<file path="src/rtl/kht_pkg.sv">
// ----------------------------------------------------------------------------
// kht_pkg
// Shared types and constants of the key hold timer with auto-repeat.
// ----------------------------------------------------------------------------
package kht_pkg;

	// payload widths fixed by the item format
	localparam int unsigned MASK_W   = 16;
	localparam int unsigned QUERY_W  = 4;
	localparam int unsigned TIME_W   = 16;

	// configuration port
	localparam int unsigned CFG_IDX_W  = 2;
	localparam int unsigned CFG_DATA_W = 16;

	// register indexes
	localparam logic [CFG_IDX_W-1:0] REG_FIRST_PRESS = 2'd0;
	localparam logic [CFG_IDX_W-1:0] REG_DELAY       = 2'd1;
	localparam logic [CFG_IDX_W-1:0] REG_PERIOD      = 2'd2;

	// register reset values
	localparam logic                  FIRST_PRESS_RST = 1'b1;
	localparam logic [CFG_DATA_W-1:0] DELAY_RST       = 16'd30;
	localparam logic [CFG_DATA_W-1:0] PERIOD_RST      = 16'd5;

	// controller to datapath commands
	typedef struct packed {
		logic latch_in;   // capture the accepted tick
		logic update;     // advance all key counters
		logic load_out;   // fill the result register
		logic rc_load;    // start a remainder for one key
		logic rc_write;   // store that remainder as the key's phase
		logic rc_active;  // phase rebuild owns the count read port
	} kht_cmd_t;

	// datapath to controller status
	typedef struct packed {
		logic rc_done;    // remainder ready
	} kht_status_t;

endpackage

</file>
<file path="src/rtl/kht_ctrl.sv">
// ----------------------------------------------------------------------------
// kht_ctrl
// Sequencer: tick update, result hand-off and phase rebuild sweep.
// ----------------------------------------------------------------------------
module kht_ctrl
	import kht_pkg::*;
#(
	parameter int unsigned NUM_KEYS = 16,
	parameter int unsigned KIW      = 4
) (
	input  logic                 clk,
	input  logic                 arst_n,
	input  logic                 in_valid,
	output logic                 in_ready,
	output logic                 out_valid,
	input  logic                 out_ready,
	input  logic                 cfg_we,
	input  logic [CFG_IDX_W-1:0] cfg_index,
	output kht_cmd_t             cmd,
	input  kht_status_t          status,
	output logic [KIW-1:0]       rc_idx
);

	typedef enum logic [4:0] {
		S_IDLE    = 5'b00001,
		S_UPDATE  = 5'b00010,
		S_QUERY   = 5'b00100,
		S_RC_LOAD = 5'b01000,
		S_RC_RUN  = 5'b10000
	} state_t;

	state_t         state_q;
	state_t         state_nx;
	logic           pend_q;
	logic           pend_set;
	logic           rc_finish;
	logic           out_valid_q;
	logic [KIW-1:0] idx_q;
	logic           accept;
	logic           out_free;

	assign pend_set = cfg_we && (cfg_index == REG_PERIOD);
	assign in_ready = (state_q == S_IDLE) && !pend_q;
	assign accept   = in_valid && in_ready;
	assign out_free = !out_valid_q || out_ready;
	assign rc_finish = (state_q == S_RC_RUN) && status.rc_done &&
		(idx_q == KIW'(NUM_KEYS - 1));

	// next state and commands
	always_comb begin
		state_nx = state_q;
		cmd      = '0;
		unique case (state_q)
			S_IDLE: begin
				if (accept) begin
					cmd.latch_in = 1'b1;
					state_nx     = S_UPDATE;
				end else if (pend_q) begin
					state_nx = S_RC_LOAD;
				end
			end
			S_UPDATE: begin
				cmd.update = 1'b1;
				state_nx   = S_QUERY;
			end
			S_QUERY: begin
				if (out_free) begin
					cmd.load_out = 1'b1;
					state_nx     = S_IDLE;
				end
			end
			S_RC_LOAD: begin
				cmd.rc_active = 1'b1;
				cmd.rc_load   = 1'b1;
				state_nx      = S_RC_RUN;
			end
			S_RC_RUN: begin
				cmd.rc_active = 1'b1;
				if (status.rc_done) begin
					cmd.rc_write = 1'b1;
					state_nx     = rc_finish ? S_IDLE : S_RC_LOAD;
				end
			end
			default: state_nx = S_IDLE;
		endcase
	end

	// state, pending rebuild, key index and result valid
	always_ff @(posedge clk or negedge arst_n) begin
		if (!arst_n) begin
			state_q     <= S_IDLE;
			pend_q      <= 1'b0;
			idx_q       <= '0;
			out_valid_q <= 1'b0;
		end else begin
			state_q <= state_nx;
			if (pend_set) begin
				pend_q <= 1'b1;
			end else if (rc_finish) begin
				pend_q <= 1'b0;
			end
			if (state_q == S_IDLE) begin
				idx_q <= '0;
			end else if ((state_q == S_RC_RUN) && status.rc_done && !rc_finish) begin
				idx_q <= idx_q + 1'b1;
			end
			if (cmd.load_out) begin
				out_valid_q <= 1'b1;
			end else if (out_ready) begin
				out_valid_q <= 1'b0;
			end
		end
	end

	assign out_valid = out_valid_q;
	assign rc_idx    = idx_q;

endmodule

</file>
<file path="config.mk">
export PLATFORM = sky130hd
export DESIGN_NAME = kht_ctrl
export DESIGN_NICKNAME = d
export VERILOG_FILES = /design/src/rtl/kht_pkg.sv /design/src/rtl/kht_ctrl.sv
export SDC_FILE = /design/constraint.sdc
export NUM_CORES = 1
export LEC_CHECK = 0
export BUFFER_PORTS_ARGS = -buffer_cell sky130_fd_sc_hd__clkbuf_2
export CORE_AREA = 2 2 40 42
export DETAILED_ROUTE_END_ITERATION = 16
export DIE_AREA = 0 0 42 44
export HOLD_SLACK_MARGIN = 0.08
export PLACE_DENSITY_LB_ADDON = 0.08
export SLEW_MARGIN = 5
export SYNTH_ARGS = -nofsm -noshare
export SYNTH_HDL_FRONTEND = slang
export SYNTH_SLANG_ARGS = --single-unit
</file>
<file path="constraint.sdc">
create_clock -name clk -period 1.8 [get_ports clk]
set_input_delay 0.09 -clock clk [delete_from_list [all_inputs] [get_ports clk]]
set_output_delay 0.09 -clock clk [all_outputs]
set_load 0.02 [all_outputs]
</file>
Yosys cells after proc, flatten, opt, wreduce, memory -nomap -nowiden
Index checks and enable logic that the tools add are counted.
{"block": "word_totals", "regBits": 11, "wordCells": 51}
{"block": "op_classes", "add_sub_neg": 1, "n_eq_ne": 10, "muxes": 21, "n_reduce_logical": 15}
{"operator": "one-hot mux 5 bit (5 select lines)", "count": 1}
{"operator": "two-way mux 5 bit", "count": 4}
{"operator": "two-way mux 1 bit", "count": 13}
{"operator": "two-way mux 4 bit", "count": 3}
{"operator": "logical AND 1 bit", "count": 6}
{"operator": "nonzero test 2 bit", "count": 3}
{"operator": "equality test 5 x 1 -> 1 bit (second input constant)", "count": 1}
{"operator": "equality test 5 x 2 -> 1 bit (second input constant)", "count": 1}
{"operator": "equality test 5 x 3 -> 1 bit (second input constant)", "count": 1}
{"operator": "equality test 5 x 4 -> 1 bit (second input constant)", "count": 1}
{"operator": "equality test 5 bit (second input constant)", "count": 1}
{"operator": "adder 4 x 1 -> 4 bit (second input constant)", "count": 1}
{"operator": "equality test 4 bit (second input constant)", "count": 1}
{"operator": "inequality test 2 bit (second input constant)", "count": 2}
{"operator": "logical NOT 1 bit", "count": 3}
{"operator": "inequality test 3 bit (second input constant)", "count": 1}
{"operator": "AND reduction 3 bit", "count": 1}
{"operator": "equality test 2 bit (second input constant)", "count": 1}
{"operator": "OR reduction 2 bit", "count": 1}
{"operator": "logical OR 1 bit", "count": 1}

Depth between registers and ports, before layout
{"block": "logic_depth", "word_depth": 7, "ltp_mapped": 6}

Worst setup path after synthesis
OpenSTA, ideal clock, no wires.
{"block": "synth_timing", "kind": "register -> register", "startpoint": "register idx_q[0], in the netlist rc_idx[0]", "endpoint": "register idx_q[3], in the netlist rc_idx[3]", "setup_time_ns": 0.120, "arrival_time_ns": 1.500, "t_required_ns": 1.680, "slack_ns": 0.179, "stages_incl_launch_ff": 6, "n_path_buf": 0, "synth_period_minus_slack_ns": 1.621, "path_cell_list": "dfrtp_1 ha_1 and3_1 and4b_4 a211oi_1 a41o_1"}
{"block": "synth_between", "elab_chain_cells": 5, "word_cells_on_any_way": 8, "cone_classes": "add/sub (1); eq/ne (1); mux (2); reduce/logical (4)"}
{"element": "start: declaration", "line_no": "kht_ctrl.sv:38", "rtl": "logic [KIW-1:0] idx_q;"}
{"element": "start signal: assignment", "line_no": "kht_ctrl.sv:105", "rtl": "idx_q <= idx_q + 1'b1;"}
{"element": "parallel branches: the longest is 5 deep, another holds adder 4 x 1 -> 4 bit"}
Parallel ways; which one is timed is not known. The select of a mux whose other input is x is not followed.
A chain may end at the register's enable or synchronous reset.

==> flow_summary_export.csv <==
group,metric,value,unit
synth,synth.area.top_cells,"dfrtp_1, and3_1, dfstp_2",
synth,synth_area,656,um2
outcome,outcome,"finished clean",
min_path,hold_depth,2,
cts,worstSkewPairLatency,0.27,ns
power_and_ir_drop,power.density,1190,nW/um2
synth,syn_nets,77,
die,chipWidth,42,um
grt,grt-busiest-layer,"met2",
final_layout,finalNetCount,102,
die,die_area,1850,um2
cts,cts_root_buf,"clkbuf_4",
sta,clock.fmax,0.599,GHz
sta,finalSetupTns,0,ns
critical_path,cp_max_fo,8,
cts,path_clk_slew,0.07,ns
sta,report.final.slew_viol_count,0,
die,boundaryPins,20,
route,drc,0,
grt,met3_usage,0.0250,
synth,async_flop_share,1.00,
route,via_count,592,
die,die_y,44,um
synth,synth_edf_count,0,
sta,fin_skew,0.000322,ns
route,drtIter0Drc,19,
grt,grt_start_max_net_pins,12,
route,drtPass1Iterations,4,
critical_path,critPathCaptureType,"output port",
placement,place_ws,0.201,ns
placement,io_buffers,19,
grt,grt_util_met1,0.205,
critical_path,cp.arrival,1.58,ns
die,start_util,0.462,
critical_path,reg2reg_depth,5,
grt,grt_pass1_vias,550,
critical_path,cp-start-kind,"flop",
min_path,min_to,"state_q[1]",
sta,fin_ws,0.130,ns
sta,rsz0062_at_grt,"no",
final_layout,syn_to_final_growth,23.7,%
power_and_ir_drop,p_leak,0.438,nW
final_layout,multi_input_area,338,um2
final_layout,drive_gt1_frac,0.315,
sta,min_period_over_period,0.928,
die,num_rows,14,
cts,cts_buffers,3,
critical_path,rrSetupSlack,0.20,ns
sta,worst_slew_pin_slew,0.306,ns
final_layout,final_common_cell,"clkbuf_2",
route,wl_per_cell,13.3,um
synth,synth_seq_area_share,0.422,
synth,yosys.area.top_type,"dfrtp_1",
placement,gp_congestion,0.716,
route,routed_via_density,5.48,
synth,ys.flop_type,"dfrtp_1",
sta,finalHoldViolations,0,
route,drt-total-wl,1440,um
critical_path,worstReg2RegStart,"rc_idx[0]",
grt,gr-usage-met2,0.297,
power_and_ir_drop,peakVddDrop,640,uV
die,coreArea,1420,um2
cts,cts_tree,"done",
final_layout,final_cell_mix,"clkbuf_2, dfrtp_1, nand2_1",
synth,syn_avg_cell_area,9.64,um2
placement,hpwlAfterDp,1070,um
cts,htreeDepth,1,
cts,clk_path_buf_depth,2,
cts,cts_sinks,11,
final_layout,seq_area,277,um2
synth,syn-instance-count,68,
grt,grt_use_total,0.172,
sta,fin_crit,1.67,ns
synth,yosysUniqueCellTypes,35,
cts,cts_setup_buffers,0,
critical_path,worst_ep_required_time,1.71,ns
critical_path,path_class,"flop to output port",
grt,grt_pass1_wl,2310,um
grt,antenna_found_initial,0,
final_layout,num_antenna_cells,0,
final_layout,fill_cells,147,
sta,maxSlewHeadroom,0.795,
grt,grt-ovfl-total,0,
sta,setup_viol,0,
synth,synth_top_area_share,0.382,
flow_run,maxCapViolations,0,
critical_path,r2r-end,"rc_idx[3]",
synth,ys_warn_count,0,
min_path,min-delay-start,"in_valid",
synth,synth_seq_cells,11,
min_path,hold_path_class,"input pin to flop",
route,antenna_left,0,
[cells by family after synthesis]
| group | share of synthesized area |
|---|---|
| buf+inv | 0.0649 |
| compound gates | 0.168 |
| flops | 0.422 |
| fa+ha+maj | 0.0191 |
| mux | 0.0153 |
| simple gates | 0.298 |
| xor+xnor | 0.0134 |
[layer usage]
metal | wire length, um | vias to the layer above
li1 | - | 293
met1 | 643 | 284
met2 | 718 | 11
met3 | 51 | 4
met4 | 26 | 0
met5 | 0 | -
[area by class of cell]
cell class,instances,share of cell area
multi-input cells,50,0.417
flip-flops and latches,11,0.341
repair buffers,23,0.167
clock buffers,4,0.0324
well taps,16,0.0247
inverters,4,0.0185
[sequential cells by signal, indices dropped and copies added (netlist names)]
register	count
rc_idx	4
pend_q	1
out_valid	1
state_q	5
[Yosys cell counts, types with 2 or more instances]
library cell,n
a41o_1,2
dfrtp_1,10
o21ai_0,3
inv_1,4
nor3_2,2
nor2b_1,2
nor2_1,5
buf_6,2
nor3_1,2
nand2_1,6
and3_1,5
nand3b_1,2
[worst max-delay path by stage]
stage                          start        end  slack, ns  cells past startpoint
after global placement     rc_idx[0]  rc_idx[3]       0.23                      5
after detailed placement   rc_idx[0]  rc_idx[3]       0.20                      5
final                     state_q[3]     cmd[1]       0.13                      3
after CTS                 state_q[2]     cmd[5]       0.08                      4
after global routing      state_q[3]     cmd[3]       0.05                      4
after floorplan            rc_idx[0]  rc_idx[3]       0.18                      5
[metrics by stage]
step / cell area, um2 / utilization / hold WS [ns] / std cells / power (mW)
2_1_floorplan: 656 / - / -0.206 / 68 / 0.717
3_3_place_gp: 743 / 0.524 / -0.0173 / 100 / 0.782
3_5_place_dp: 743 / 0.524 / -0.0184 / 100 / 0.788
4_1_cts: 810 / 0.571 / 0.0990 / 108 / 0.964
5_1_grt: 811 / 0.571 / 0.104 / 108 / 1.03
6_report: 811 / 0.571 / 0.0971 / 108 / 0.966
[critical path, stage by stage (launching register included)]
cell and delay, ns:
dfrtp_1 0.46, nor3_2 0.34, and3_1 0.31, clkbuf_2 0.20
[what timing repair did]
action	in CTS	in global routing
hold endpoints to repair	12	0
hold buffers	4	0
endpoints found under the setup margin	0	1
gates resized for setup	0	1
[power by group]
part,total (mW),internal [mW],switching [mW]
Combinational,0.413,0.184,0.229
Sequential,0.383,0.305,0.0780
Clock,0.170,0.0858,0.0842
Total,0.966,0.575,0.391
Note: power is estimated with default switching activity, not from simulation.
