## src/rtl/kht_pkg.sv

```systemverilog
// ----------------------------------------------------------------------------
// kht_pkg
// Shared types and constants of the key hold timer with auto-repeat.
// ----------------------------------------------------------------------------
package kht_pkg;

	// payload widths fixed by the item format
	localparam int unsigned MASK_W   = 16;
	localparam int unsigned QUERY_W  = 4;
	localparam int unsigned TIME_W   = 16;

	// configuration port
	localparam int unsigned CFG_IDX_W  = 2;
	localparam int unsigned CFG_DATA_W = 16;

	// register indexes
	localparam logic [CFG_IDX_W-1:0] REG_FIRST_PRESS = 2'd0;
	localparam logic [CFG_IDX_W-1:0] REG_DELAY       = 2'd1;
	localparam logic [CFG_IDX_W-1:0] REG_PERIOD      = 2'd2;

	// register reset values
	localparam logic                  FIRST_PRESS_RST = 1'b1;
	localparam logic [CFG_DATA_W-1:0] DELAY_RST       = 16'd30;
	localparam logic [CFG_DATA_W-1:0] PERIOD_RST      = 16'd5;

	// controller to datapath commands
	typedef struct packed {
		logic latch_in;   // capture the accepted tick
		logic update;     // advance all key counters
		logic load_out;   // fill the result register
		logic rc_load;    // start a remainder for one key
		logic rc_write;   // store that remainder as the key's phase
		logic rc_active;  // phase rebuild owns the count read port
	} kht_cmd_t;

	// datapath to controller status
	typedef struct packed {
		logic rc_done;    // remainder ready
	} kht_status_t;

endpackage

```

## src/rtl/kht_rem.sv

```systemverilog
// ----------------------------------------------------------------------------
// kht_rem
// Bit-serial restoring remainder: one dividend bit per cycle.
// ----------------------------------------------------------------------------
module kht_rem
	import kht_pkg::*;
#(
	parameter int unsigned DW = 16
) (
	input  logic                  clk,
	input  logic                  arst_n,
	input  logic                  load,
	input  logic [DW-1:0]         dividend,
	input  logic [CFG_DATA_W-1:0] divisor,
	output logic                  done,
	output logic [CFG_DATA_W-1:0] rem
);

	localparam int unsigned CNW = $clog2(DW + 1);

	logic [DW-1:0]         dvd_q;
	logic [CFG_DATA_W-1:0] rem_q;
	logic [CFG_DATA_W-1:0] div_q;
	logic [CNW-1:0]        step_q;
	logic                  busy_q;
	logic                  done_q;
	logic [CFG_DATA_W:0]   trial;
	logic [CFG_DATA_W-1:0] rem_nx;

	// shift in the next dividend bit and subtract if it fits
	always_comb begin
		trial = {rem_q, dvd_q[DW-1]};
		if (trial >= {1'b0, div_q}) begin
			rem_nx = CFG_DATA_W'(trial - {1'b0, div_q});
		end else begin
			rem_nx = trial[CFG_DATA_W-1:0];
		end
	end

	// step control
	always_ff @(posedge clk or negedge arst_n) begin
		if (!arst_n) begin
			busy_q <= 1'b0;
			done_q <= 1'b0;
			step_q <= '0;
		end else begin
			done_q <= 1'b0;
			if (load) begin
				busy_q <= 1'b1;
				step_q <= CNW'(DW);
			end else if (busy_q) begin
				step_q <= step_q - 1'b1;
				if (step_q == CNW'(1)) begin
					busy_q <= 1'b0;
					done_q <= 1'b1;
				end
			end
		end
	end

	// operand registers
	always_ff @(posedge clk) begin
		if (load) begin
			dvd_q <= dividend;
			div_q <= divisor;
			rem_q <= '0;
		end else if (busy_q) begin
			dvd_q <= {dvd_q[DW-2:0], 1'b0};
			rem_q <= rem_nx;
		end
	end

	assign done = done_q;
	assign rem  = rem_q;

endmodule

```

## src/rtl/kht_dpath.sv

```systemverilog
// ----------------------------------------------------------------------------
// kht_dpath
// Key datapath: level history, hold counters, repeat phases, config
// registers and the result register.
// ----------------------------------------------------------------------------
module kht_dpath
	import kht_pkg::*;
#(
	parameter int unsigned NUM_KEYS    = 16,
	parameter int unsigned COUNT_WIDTH = 16,
	parameter int unsigned KIW         = 4
) (
	input  logic                  clk,
	input  logic                  arst_n,
	input  kht_cmd_t              cmd,
	output kht_status_t           status,
	input  logic [KIW-1:0]        rc_idx,
	input  logic                  cfg_we,
	input  logic [CFG_IDX_W-1:0]  cfg_index,
	input  logic [CFG_DATA_W-1:0] cfg_data,
	input  logic [MASK_W-1:0]     key_levels,
	input  logic [QUERY_W-1:0]    query_key,
	output logic [MASK_W-1:0]     press_mask,
	output logic [MASK_W-1:0]     release_mask,
	output logic [MASK_W-1:0]     held_mask,
	output logic [MASK_W-1:0]     repeat_mask,
	output logic [TIME_W-1:0]     query_hold_time
);

	localparam int unsigned MW   = (NUM_KEYS > MASK_W) ? NUM_KEYS : MASK_W;
	localparam int unsigned CMPW = (COUNT_WIDTH > TIME_W) ? COUNT_WIDTH : TIME_W;
	localparam logic [COUNT_WIDTH-1:0] CNT_MAX = {COUNT_WIDTH{1'b1}};

	logic                  first_q;
	logic [CFG_DATA_W-1:0] delay_q;
	logic [CFG_DATA_W-1:0] period_q;

	logic [NUM_KEYS-1:0]    lvl_q;
	logic [QUERY_W-1:0]     qry_q;
	logic [NUM_KEYS-1:0]    last_q;
	logic [COUNT_WIDTH-1:0] cnt_q [NUM_KEYS];
	logic [CFG_DATA_W-1:0]  ph_q  [NUM_KEYS];
	logic [NUM_KEYS-1:0]    press_q;
	logic [NUM_KEYS-1:0]    rel_q;
	logic [NUM_KEYS-1:0]    rep_q;

	logic [COUNT_WIDTH-1:0] cnt_nx [NUM_KEYS];
	logic [CFG_DATA_W-1:0]  ph_nx  [NUM_KEYS];
	logic [NUM_KEYS-1:0]    fire;

	logic [MW-1:0]          lvl_ext;
	logic [KIW-1:0]         q_idx;
	logic                   q_in_range;
	logic [KIW-1:0]         sel_idx;
	logic [COUNT_WIDTH-1:0] sel_cnt;
	logic [CMPW-1:0]        sel_ext;
	logic [TIME_W-1:0]      q_time;
	logic                   rc_done;
	logic [CFG_DATA_W-1:0]  rc_rem;

	logic [MASK_W-1:0] press_o_q;
	logic [MASK_W-1:0] rel_o_q;
	logic [MASK_W-1:0] held_o_q;
	logic [MASK_W-1:0] rep_o_q;
	logic [TIME_W-1:0] time_o_q;

	// configuration register writes
	always_ff @(posedge clk or negedge arst_n) begin
		if (!arst_n) begin
			first_q  <= FIRST_PRESS_RST;
			delay_q  <= DELAY_RST;
			period_q <= PERIOD_RST;
		end else if (cfg_we) begin
			unique case (cfg_index)
				REG_FIRST_PRESS: first_q  <= cfg_data[0];
				REG_DELAY:       delay_q  <= cfg_data;
				REG_PERIOD:      period_q <= cfg_data;
				default: ;
			endcase
		end
	end

	// input capture, upper keys read as up
	assign lvl_ext = MW'(key_levels);

	always_ff @(posedge clk) begin
		if (cmd.latch_in) begin
			lvl_q <= lvl_ext[NUM_KEYS-1:0];
			qry_q <= query_key;
		end
	end

	// per-key counter step and repeat decision
	always_comb begin
		for (int k = 0; k < NUM_KEYS; k++) begin
			cnt_nx[k] = cnt_q[k];
			ph_nx[k]  = ph_q[k];
			if (lvl_q[k] != last_q[k]) begin
				cnt_nx[k] = '0;
				ph_nx[k]  = '0;
			end else if (lvl_q[k] && (cnt_q[k] != CNT_MAX)) begin
				cnt_nx[k] = cnt_q[k] + 1'b1;
				ph_nx[k]  = ((ph_q[k] + 16'd1) == period_q) ? '0 : (ph_q[k] + 16'd1);
			end
			if (CMPW'(cnt_nx[k]) >= CMPW'(delay_q)) begin
				fire[k] = lvl_q[k] && ((CMPW'(cnt_nx[k]) == CMPW'(delay_q)) ||
					((period_q != '0) && (ph_nx[k] == '0)));
			end else begin
				fire[k] = lvl_q[k] && (cnt_nx[k] == '0) && first_q;
			end
		end
	end

	// key state, hold counters and repeat phases
	always_ff @(posedge clk or negedge arst_n) begin
		if (!arst_n) begin
			last_q <= '0;
			for (int k = 0; k < NUM_KEYS; k++) begin
				cnt_q[k] <= '0;
				ph_q[k]  <= '0;
			end
		end else if (cmd.update) begin
			last_q <= lvl_q;
			for (int k = 0; k < NUM_KEYS; k++) begin
				cnt_q[k] <= cnt_nx[k];
				ph_q[k]  <= ph_nx[k];
			end
		end else if (cmd.rc_write) begin
			ph_q[rc_idx] <= rc_rem;
		end
	end

	// edge and repeat masks of this tick
	always_ff @(posedge clk) begin
		if (cmd.update) begin
			press_q <= lvl_q & ~last_q;
			rel_q   <= last_q & ~lvl_q;
			rep_q   <= fire;
		end
	end

	// shared count read port: phase rebuild or query
	assign q_idx      = KIW'(qry_q);
	assign q_in_range = (32'(qry_q) < 32'(NUM_KEYS));
	assign sel_idx    = cmd.rc_active ? rc_idx : q_idx;
	assign sel_cnt    = cnt_q[sel_idx];
	assign sel_ext    = CMPW'(sel_cnt);

	always_comb begin
		if (!q_in_range) begin
			q_time = '0;
		end else if (sel_ext > CMPW'(16'hFFFF)) begin
			q_time = 16'hFFFF;
		end else begin
			q_time = sel_ext[TIME_W-1:0];
		end
	end

	// serial remainder for phase rebuild after a period change
	kht_rem #(
		.DW(COUNT_WIDTH)
	) u_rem (
		.clk      (clk),
		.arst_n   (arst_n),
		.load     (cmd.rc_load),
		.dividend (sel_cnt),
		.divisor  (period_q),
		.done     (rc_done),
		.rem      (rc_rem)
	);

	assign status.rc_done = rc_done;

	// result register
	always_ff @(posedge clk) begin
		if (cmd.load_out) begin
			press_o_q <= MASK_W'(MW'(press_q));
			rel_o_q   <= MASK_W'(MW'(rel_q));
			held_o_q  <= MASK_W'(MW'(lvl_q));
			rep_o_q   <= MASK_W'(MW'(rep_q));
			time_o_q  <= q_time;
		end
	end

	assign press_mask      = press_o_q;
	assign release_mask    = rel_o_q;
	assign held_mask       = held_o_q;
	assign repeat_mask     = rep_o_q;
	assign query_hold_time = time_o_q;

endmodule

```

## config.mk

```make
export PLATFORM = sky130hd
export DESIGN_NAME = kht_dpath
export DESIGN_NICKNAME = d
export VERILOG_FILES = /design/src/rtl/kht_pkg.sv /design/src/rtl/kht_rem.sv /design/src/rtl/kht_dpath.sv
export SDC_FILE = /design/constraint.sdc
export NUM_CORES = 2
export LEC_CHECK = 0
export ABC_AREA = 1
export ABC_CLOCK_PERIOD_IN_PS = 6050
export BUFFER_PORTS_ARGS = -buffer_cell sky130_fd_sc_hd__buf_2
export CAP_MARGIN = 20
export CORE_UTILIZATION = 35
export CTS_CLUSTER_SIZE = 20
export DETAILED_ROUTE_END_ITERATION = 12
export HOLD_SLACK_MARGIN = 0.03
export PLACE_DENSITY = 0.5
export SLEW_MARGIN = 10
export SYNTH_ARGS = -nofsm -noshare
export SYNTH_HDL_FRONTEND = slang
export SYNTH_SLANG_ARGS = --single-unit
```

## constraint.sdc

```tcl
create_clock -name clk -period 6.05 [get_ports clk]
set_input_delay 1.21 -clock clk [delete_from_list [all_inputs] [get_ports clk]]
set_output_delay 1.21 -clock clk [all_outputs]
set_load 0.01 [all_outputs]
```

# --- After elaboration in Yosys (flattened, before gate mapping) ---
# Index checks and enable logic that the tools add are counted.
word_totals:
  n_memories: 0
  inputBits: 51
  out_inout_bits: 81
  rom_bits: 0
  mem_bits_rw: 0
  regBits: 764
  latch_bits: 0
classes:
  magnitude_cmp: 21
  addsub: 34
  n_shift: 0
  muxes: 116
  reduce_logical: 136
  n_mul: 0
  bitwise: 6
  n_div: 0
  eq_ne: 67
ops:
  columns: ["operator", "n"]
  rows:
  - ["16-bit 2-to-1 mux", 86]
  - ["16-bit by 1-bit adder with 16-bit output, second input constant", 32]
  - ["16-bit equality test", 32]
  - ["16-bit logical NOT", 32]
  - ["256-bit 2-to-1 mux", 2]
  - ["256-bit bitwise mux", 1]
  - ["16-bit greater-or-equal comparator", 16]
  - ["16-bit != test, second input constant", 16]
  - ["1-bit logical AND", 81]
  - ["16-bit binary-select mux with 4-bit select", 1]
  - ["16-bit demux with 4-bit select", 1]
  - ["16-bit bitwise AND", 2]
  - ["16-bit inverter", 2]
  - ["1-bit 2-to-1 mux", 22]
  - ["17-bit by 16-bit greater-or-equal comparator with 1-bit output", 1]
  - ["16-bit > comparator, second input constant", 1]
  - ["1-bit logical OR", 16]
  - ["1-bit != test", 16]
  - ["16-bit nonzero test", 1]
  - ["16-bit subtractor", 1]
  - ["5-bit greater-or-equal comparator, second input constant", 2]
  - ["5-bit 2-to-1 mux", 2]
  - ["4-bit inverter with 5-bit output", 2]
  - ["2-bit AND reduction", 3]
  - ["8 further kinds", 9]

# --- Logic depth before layout (Yosys ltp) ---
logic_depth:
  ltp_word: 10
  mapped_depth: 29

# --- Hierarchy ---
# Synthesis repeated with hierarchy kept, for this count alone.
hier_totals:
  hier_cells: 9899
  area_unflattened_um2: 64639.5
by_module_without_submodules:
  columns: ["mod", "seq_area_each_um2", "area_per_inst_um2", "instances", "cells_each"]
  rows:
  - ["kht_dpath", 18491.5, 61132.4, 1, 9457]
  - ["kht_rem", 1456.4, 3507.1, 1, 442]

# --- Worst setup path before layout ---
# No wires, ideal clock.
synth_timing:
  path_type: "flip-flop to flip-flop"
  start: "register cnt_q[48] (netlist bit)"
  end: "register rep_q[12], data pin"
  setup_time_ns: 0.131
  n_path_buf: 0
  path_slack_ns: 2.600
  required_time_ns: 5.919
  period_less_slack_ns: 3.450
  arrival_time_ns: 3.319
  path_stages_with_launch: 30
  path_cell_list: "dfrtp_1 > ha_1 > nand3_1 > nor2_1 > nand3_1 > nand2_2 > nor3_1 > inv_1 > nor2_1 > inv_1 > nor2_1 > nand2_1 > nor4_1 > xor2_1 > nand2_1 > inv_1 > ha_1 > nand2_1 > inv_1 > nand3_1 > nor2_1 > nand3_1 > o211ai_1 > a211oi_1 > nand3_1 > nor2_1 > nand3_1 > nor2_1 > nand3_1 > nand2_1"
synth_lines:
  columns: ["element", "line", "text"]
  rows:
  - ["start: declaration", "kht_dpath.sv:41", "logic [COUNT_WIDTH-1:0] cnt_q [NUM_KEYS];"]
  - ["start signal: indexed assignment", "kht_dpath.sv:125", "cnt_q[k] <= cnt_nx[k];"]
  - ["end signal: assignment", "kht_dpath.sv:138", "rep_q <= fire;"]
  - ["end: declaration", "kht_dpath.sv:45", "logic [NUM_KEYS-1:0] rep_q;"]

==> out/qor.yml <==
antenna_left: 0
timing.rr.start: "lvl_q[10]"
cts_tree: "done"
clkPwrFrac_pct: 32.2
gr-total-overflow: 0
worstSetupPathType: "reg -> reg"
start_util_pct: 35.3
gp_congestion: 0.956
rr_worst_depth: 15
fin_skew_ps: 27.0
hold_path.class: "reg -> reg"
syn_avg_cell_area_sq_um: 6.50
fin_cells: 12500
critPathLaunch: "lvl_q[10]"
die_height_um: 431
core_area_sq_um: 183000
dieArea_sq_um: 186000
clkSinkCount: 764
cp_max_fo: 17
synth-compound-area-share_pct: 13.4
reg2reg_slack_ps: 1370
synthAdderAreaFrac_pct: 6.58
synth_top_family_by_area: "simple AND/OR/NAND/NOR gates"
setup_viol: 0
clockRootBuffer: "clkbuf_16"
grt_max_degree: 179
tns_ps: 0
cts_made_buffers: 101
async_flop_share_pct: 74.3
period_minus_slack_ps: 4680
p_seq_share_pct: 32.3
antenna_found_initial: 18
die_w_um: 431
wl_per_cell_um: 23.7
cp-end-kind: "flip-flop"
synthCells: 9932
slew_headroom_pct: 13.3
synth_cell_type_count: 62
track_usage_pct: 31.0
drtIter0Drc: 7612
ys_ff_latch: 764
netSwitchingPower_mw: 8.48
yosys_most_used_dff: "dfrtp_1"
pin_count: 132
worst_ep_arrival_time_ps: 5290
clockBufferDepth: 3
yosys_warnings: 0
slew_violations: 0
tightest_slew_ps: 1300
switching_share_pct: 42.0
post_cts_buffers: 0
power_frac_comb_pct: 35.6
powerDensity_nw_per_um2: 282
p_leak_nw: 34.2
max_cap_viol_count: 0
routed_wl_um: 296000
htree_levels: 3
p_int_mw: 11.7
ys_seq_area_share_pct: 30.9
grt_pass1_wl_um: 430000
synth_fp_nets: 10300
crit_end: "rep_q[10]"
io_buffers: 131
clock_latency_ps: 750
hold_viol: 0
synthSimpleGateAreaFrac_pct: 37.1
dpl.cell_count: 12300
rsz0062_at_grt: "false"
fin_nets: 10300
peakVddDrop_v: 0.000203
outcome: "completed"
areaGrowthSynthToFinish_pct: 10.9
grt_pass1_vias: 64500
period_share_pct: 77.3
dpl.hpwl_um: 207000
start_kind: "flip-flop"
cts_hold_buf: 0
drive_above_1_share_pct: 6.26
rows: 157
crit_required_ps: 6660
syn_area_sq_um: 64500
vias: 69900
viasPerCell: 5.61
muxShareOfSynthArea_pct: 0
finish.utilization_pct: 39.1
drc: 0
synth_xor_area_share_pct: 2.50
total_power_mw: 20.2
timing.fmax_mhz: 214
reg2reg_to: "rep_q[10]"
first_pass_iters: 6
synth_edf_count: 180
clkTransAtPathRegs_ps: 60
cts_resized: 0
[cell usage after synthesis, drive strengths merged, types with 16 or more instances]
cell type / instances / area (sq um)
a21oi: 444 / 2230
a31oi: 21 / 131
buf: 124 / 678
clkbuf: 290 / 1090
dfrtp: 561 / 14000
dfxtp: 16 / 320
edfxtp: 180 / 5410
ha: 338 / 4230
inv: 1137 / 4270
nand2: 3323 / 12600
nand3: 1010 / 5150
nand3b: 22 / 165
nand4: 228 / 1430
nor2: 778 / 3120
nor3: 189 / 951
nor4: 44 / 297
o211ai: 56 / 420
o21ai: 608 / 3050
o21bai: 17 / 131
o221ai: 272 / 2380
or2: 18 / 113
xnor2: 25 / 219
xor2: 126 / 1100
[logic make-up after synthesis]
kind of cell / Yosys count
DFF: 764
and+or+nand+nor: 5639
buffers and inverters: 1565
adders and majority gates: 339
xor gates and xnor gates: 164
AOI/OAI and AO/OA: 1461
[layout make-up]
cell class	instances	area (sq um)
fill	19800	112000
inverter	1151	4330
sequential	764	20000
clock buffer	129	2810
multi-input combinational	7603	38500
clock inverter	61	676
tap	2464	3080
antenna	8	20.0
timing repair buffer	298	2150
[power groups by stage]
stage / Combinational, mW / Sequential (mW) / Clock [mW]
finish: 7.18 / 6.51 / 6.49
global route: 7.80 / 6.57 / 6.80
CTS: 7.05 / 6.48 / 6.64
detailed placement: 7.02 / 6.57 / 0
global placement: 6.97 / 6.57 / 0
floorplan: 4.29 / 6.36 / 0
[flip-flops by register name (all words and copies together), names as in the netlist, 4 cells and up]
| register | cells |
|---|---|
| rep_q | 16 |
| lvl_q | 16 |
| release_mask | 16 |
| delay_q | 16 |
| query_hold_time | 16 |
| press_mask | 16 |
| held_mask | 16 |
| period_q | 16 |
| repeat_mask | 16 |
| ph_q | 256 |
| press_q | 16 |
| last_q | 16 |
| u_rem.rem | 16 |
| rel_q | 16 |
| q_idx | 4 |
| u_rem.div_q | 16 |
| cnt_q | 256 |
| u_rem.step_q | 5 |
| u_rem.dvd_q | 16 |
[cell usage in the layout (no fill, tap or decap), types with 180 or more instances in the layout]
cell type and n:
nor2_1 722, nand2_1 3294, edfxtp_1 180, o21ai_0 583, nor3_1 188, o221ai_1 272, nand4_1 228, inv_1 1125
ha_1 338, dfrtp_1 558, a21oi_1 439, nand3_1 993
[per-layer routing]
layer  GRT usage [%]  wire (um)  up-vias
met3            4.06      22900      626
met5               0         60        -
met2            48.1     129000     3041
met1            41.7     127000    33200
li1                -          -    33000
met4            16.6      17300        8
[worst min path at each step]
stage	from	endpoint	slack [ps]	cells past startpoint
after detailed placement	press_q[15]	press_mask[15]	400	0
after global placement	press_q[13]	press_mask[13]	400	0
final	rel_q[10]	release_mask[10]	410	0
after CTS	rel_q[10]	release_mask[10]	410	0
after floorplan	press_q[0]	press_mask[0]	400	0
after global routing	rel_q[10]	release_mask[10]	430	0
[per-stage QoR]
step	worst slack (ps)	instance area (sq um)	hold slack, ps
floorplan	2600	64500	400
global placement	1500	68000	401
detailed placement	1500	68000	405
CTS	1460	71500	415
global route	971	71500	426
finish	1370	71600	414
[critical path, cell delays in order, from the launching register on]
cell and delay [ps]:
edfxtp_1 450, inv_1 90, ha_1 840, clkinv_1 930, nor3_1 610, ha_1 340, a21oi_1 190, o21a_1 130
o221ai_1 100, a21oi_1 190, nand4_1 100, nor3_1 190, nand3_1 100, nor2_1 120, nand3_1 80, nand2_1 80
Power figures use the tool's default switching activity.
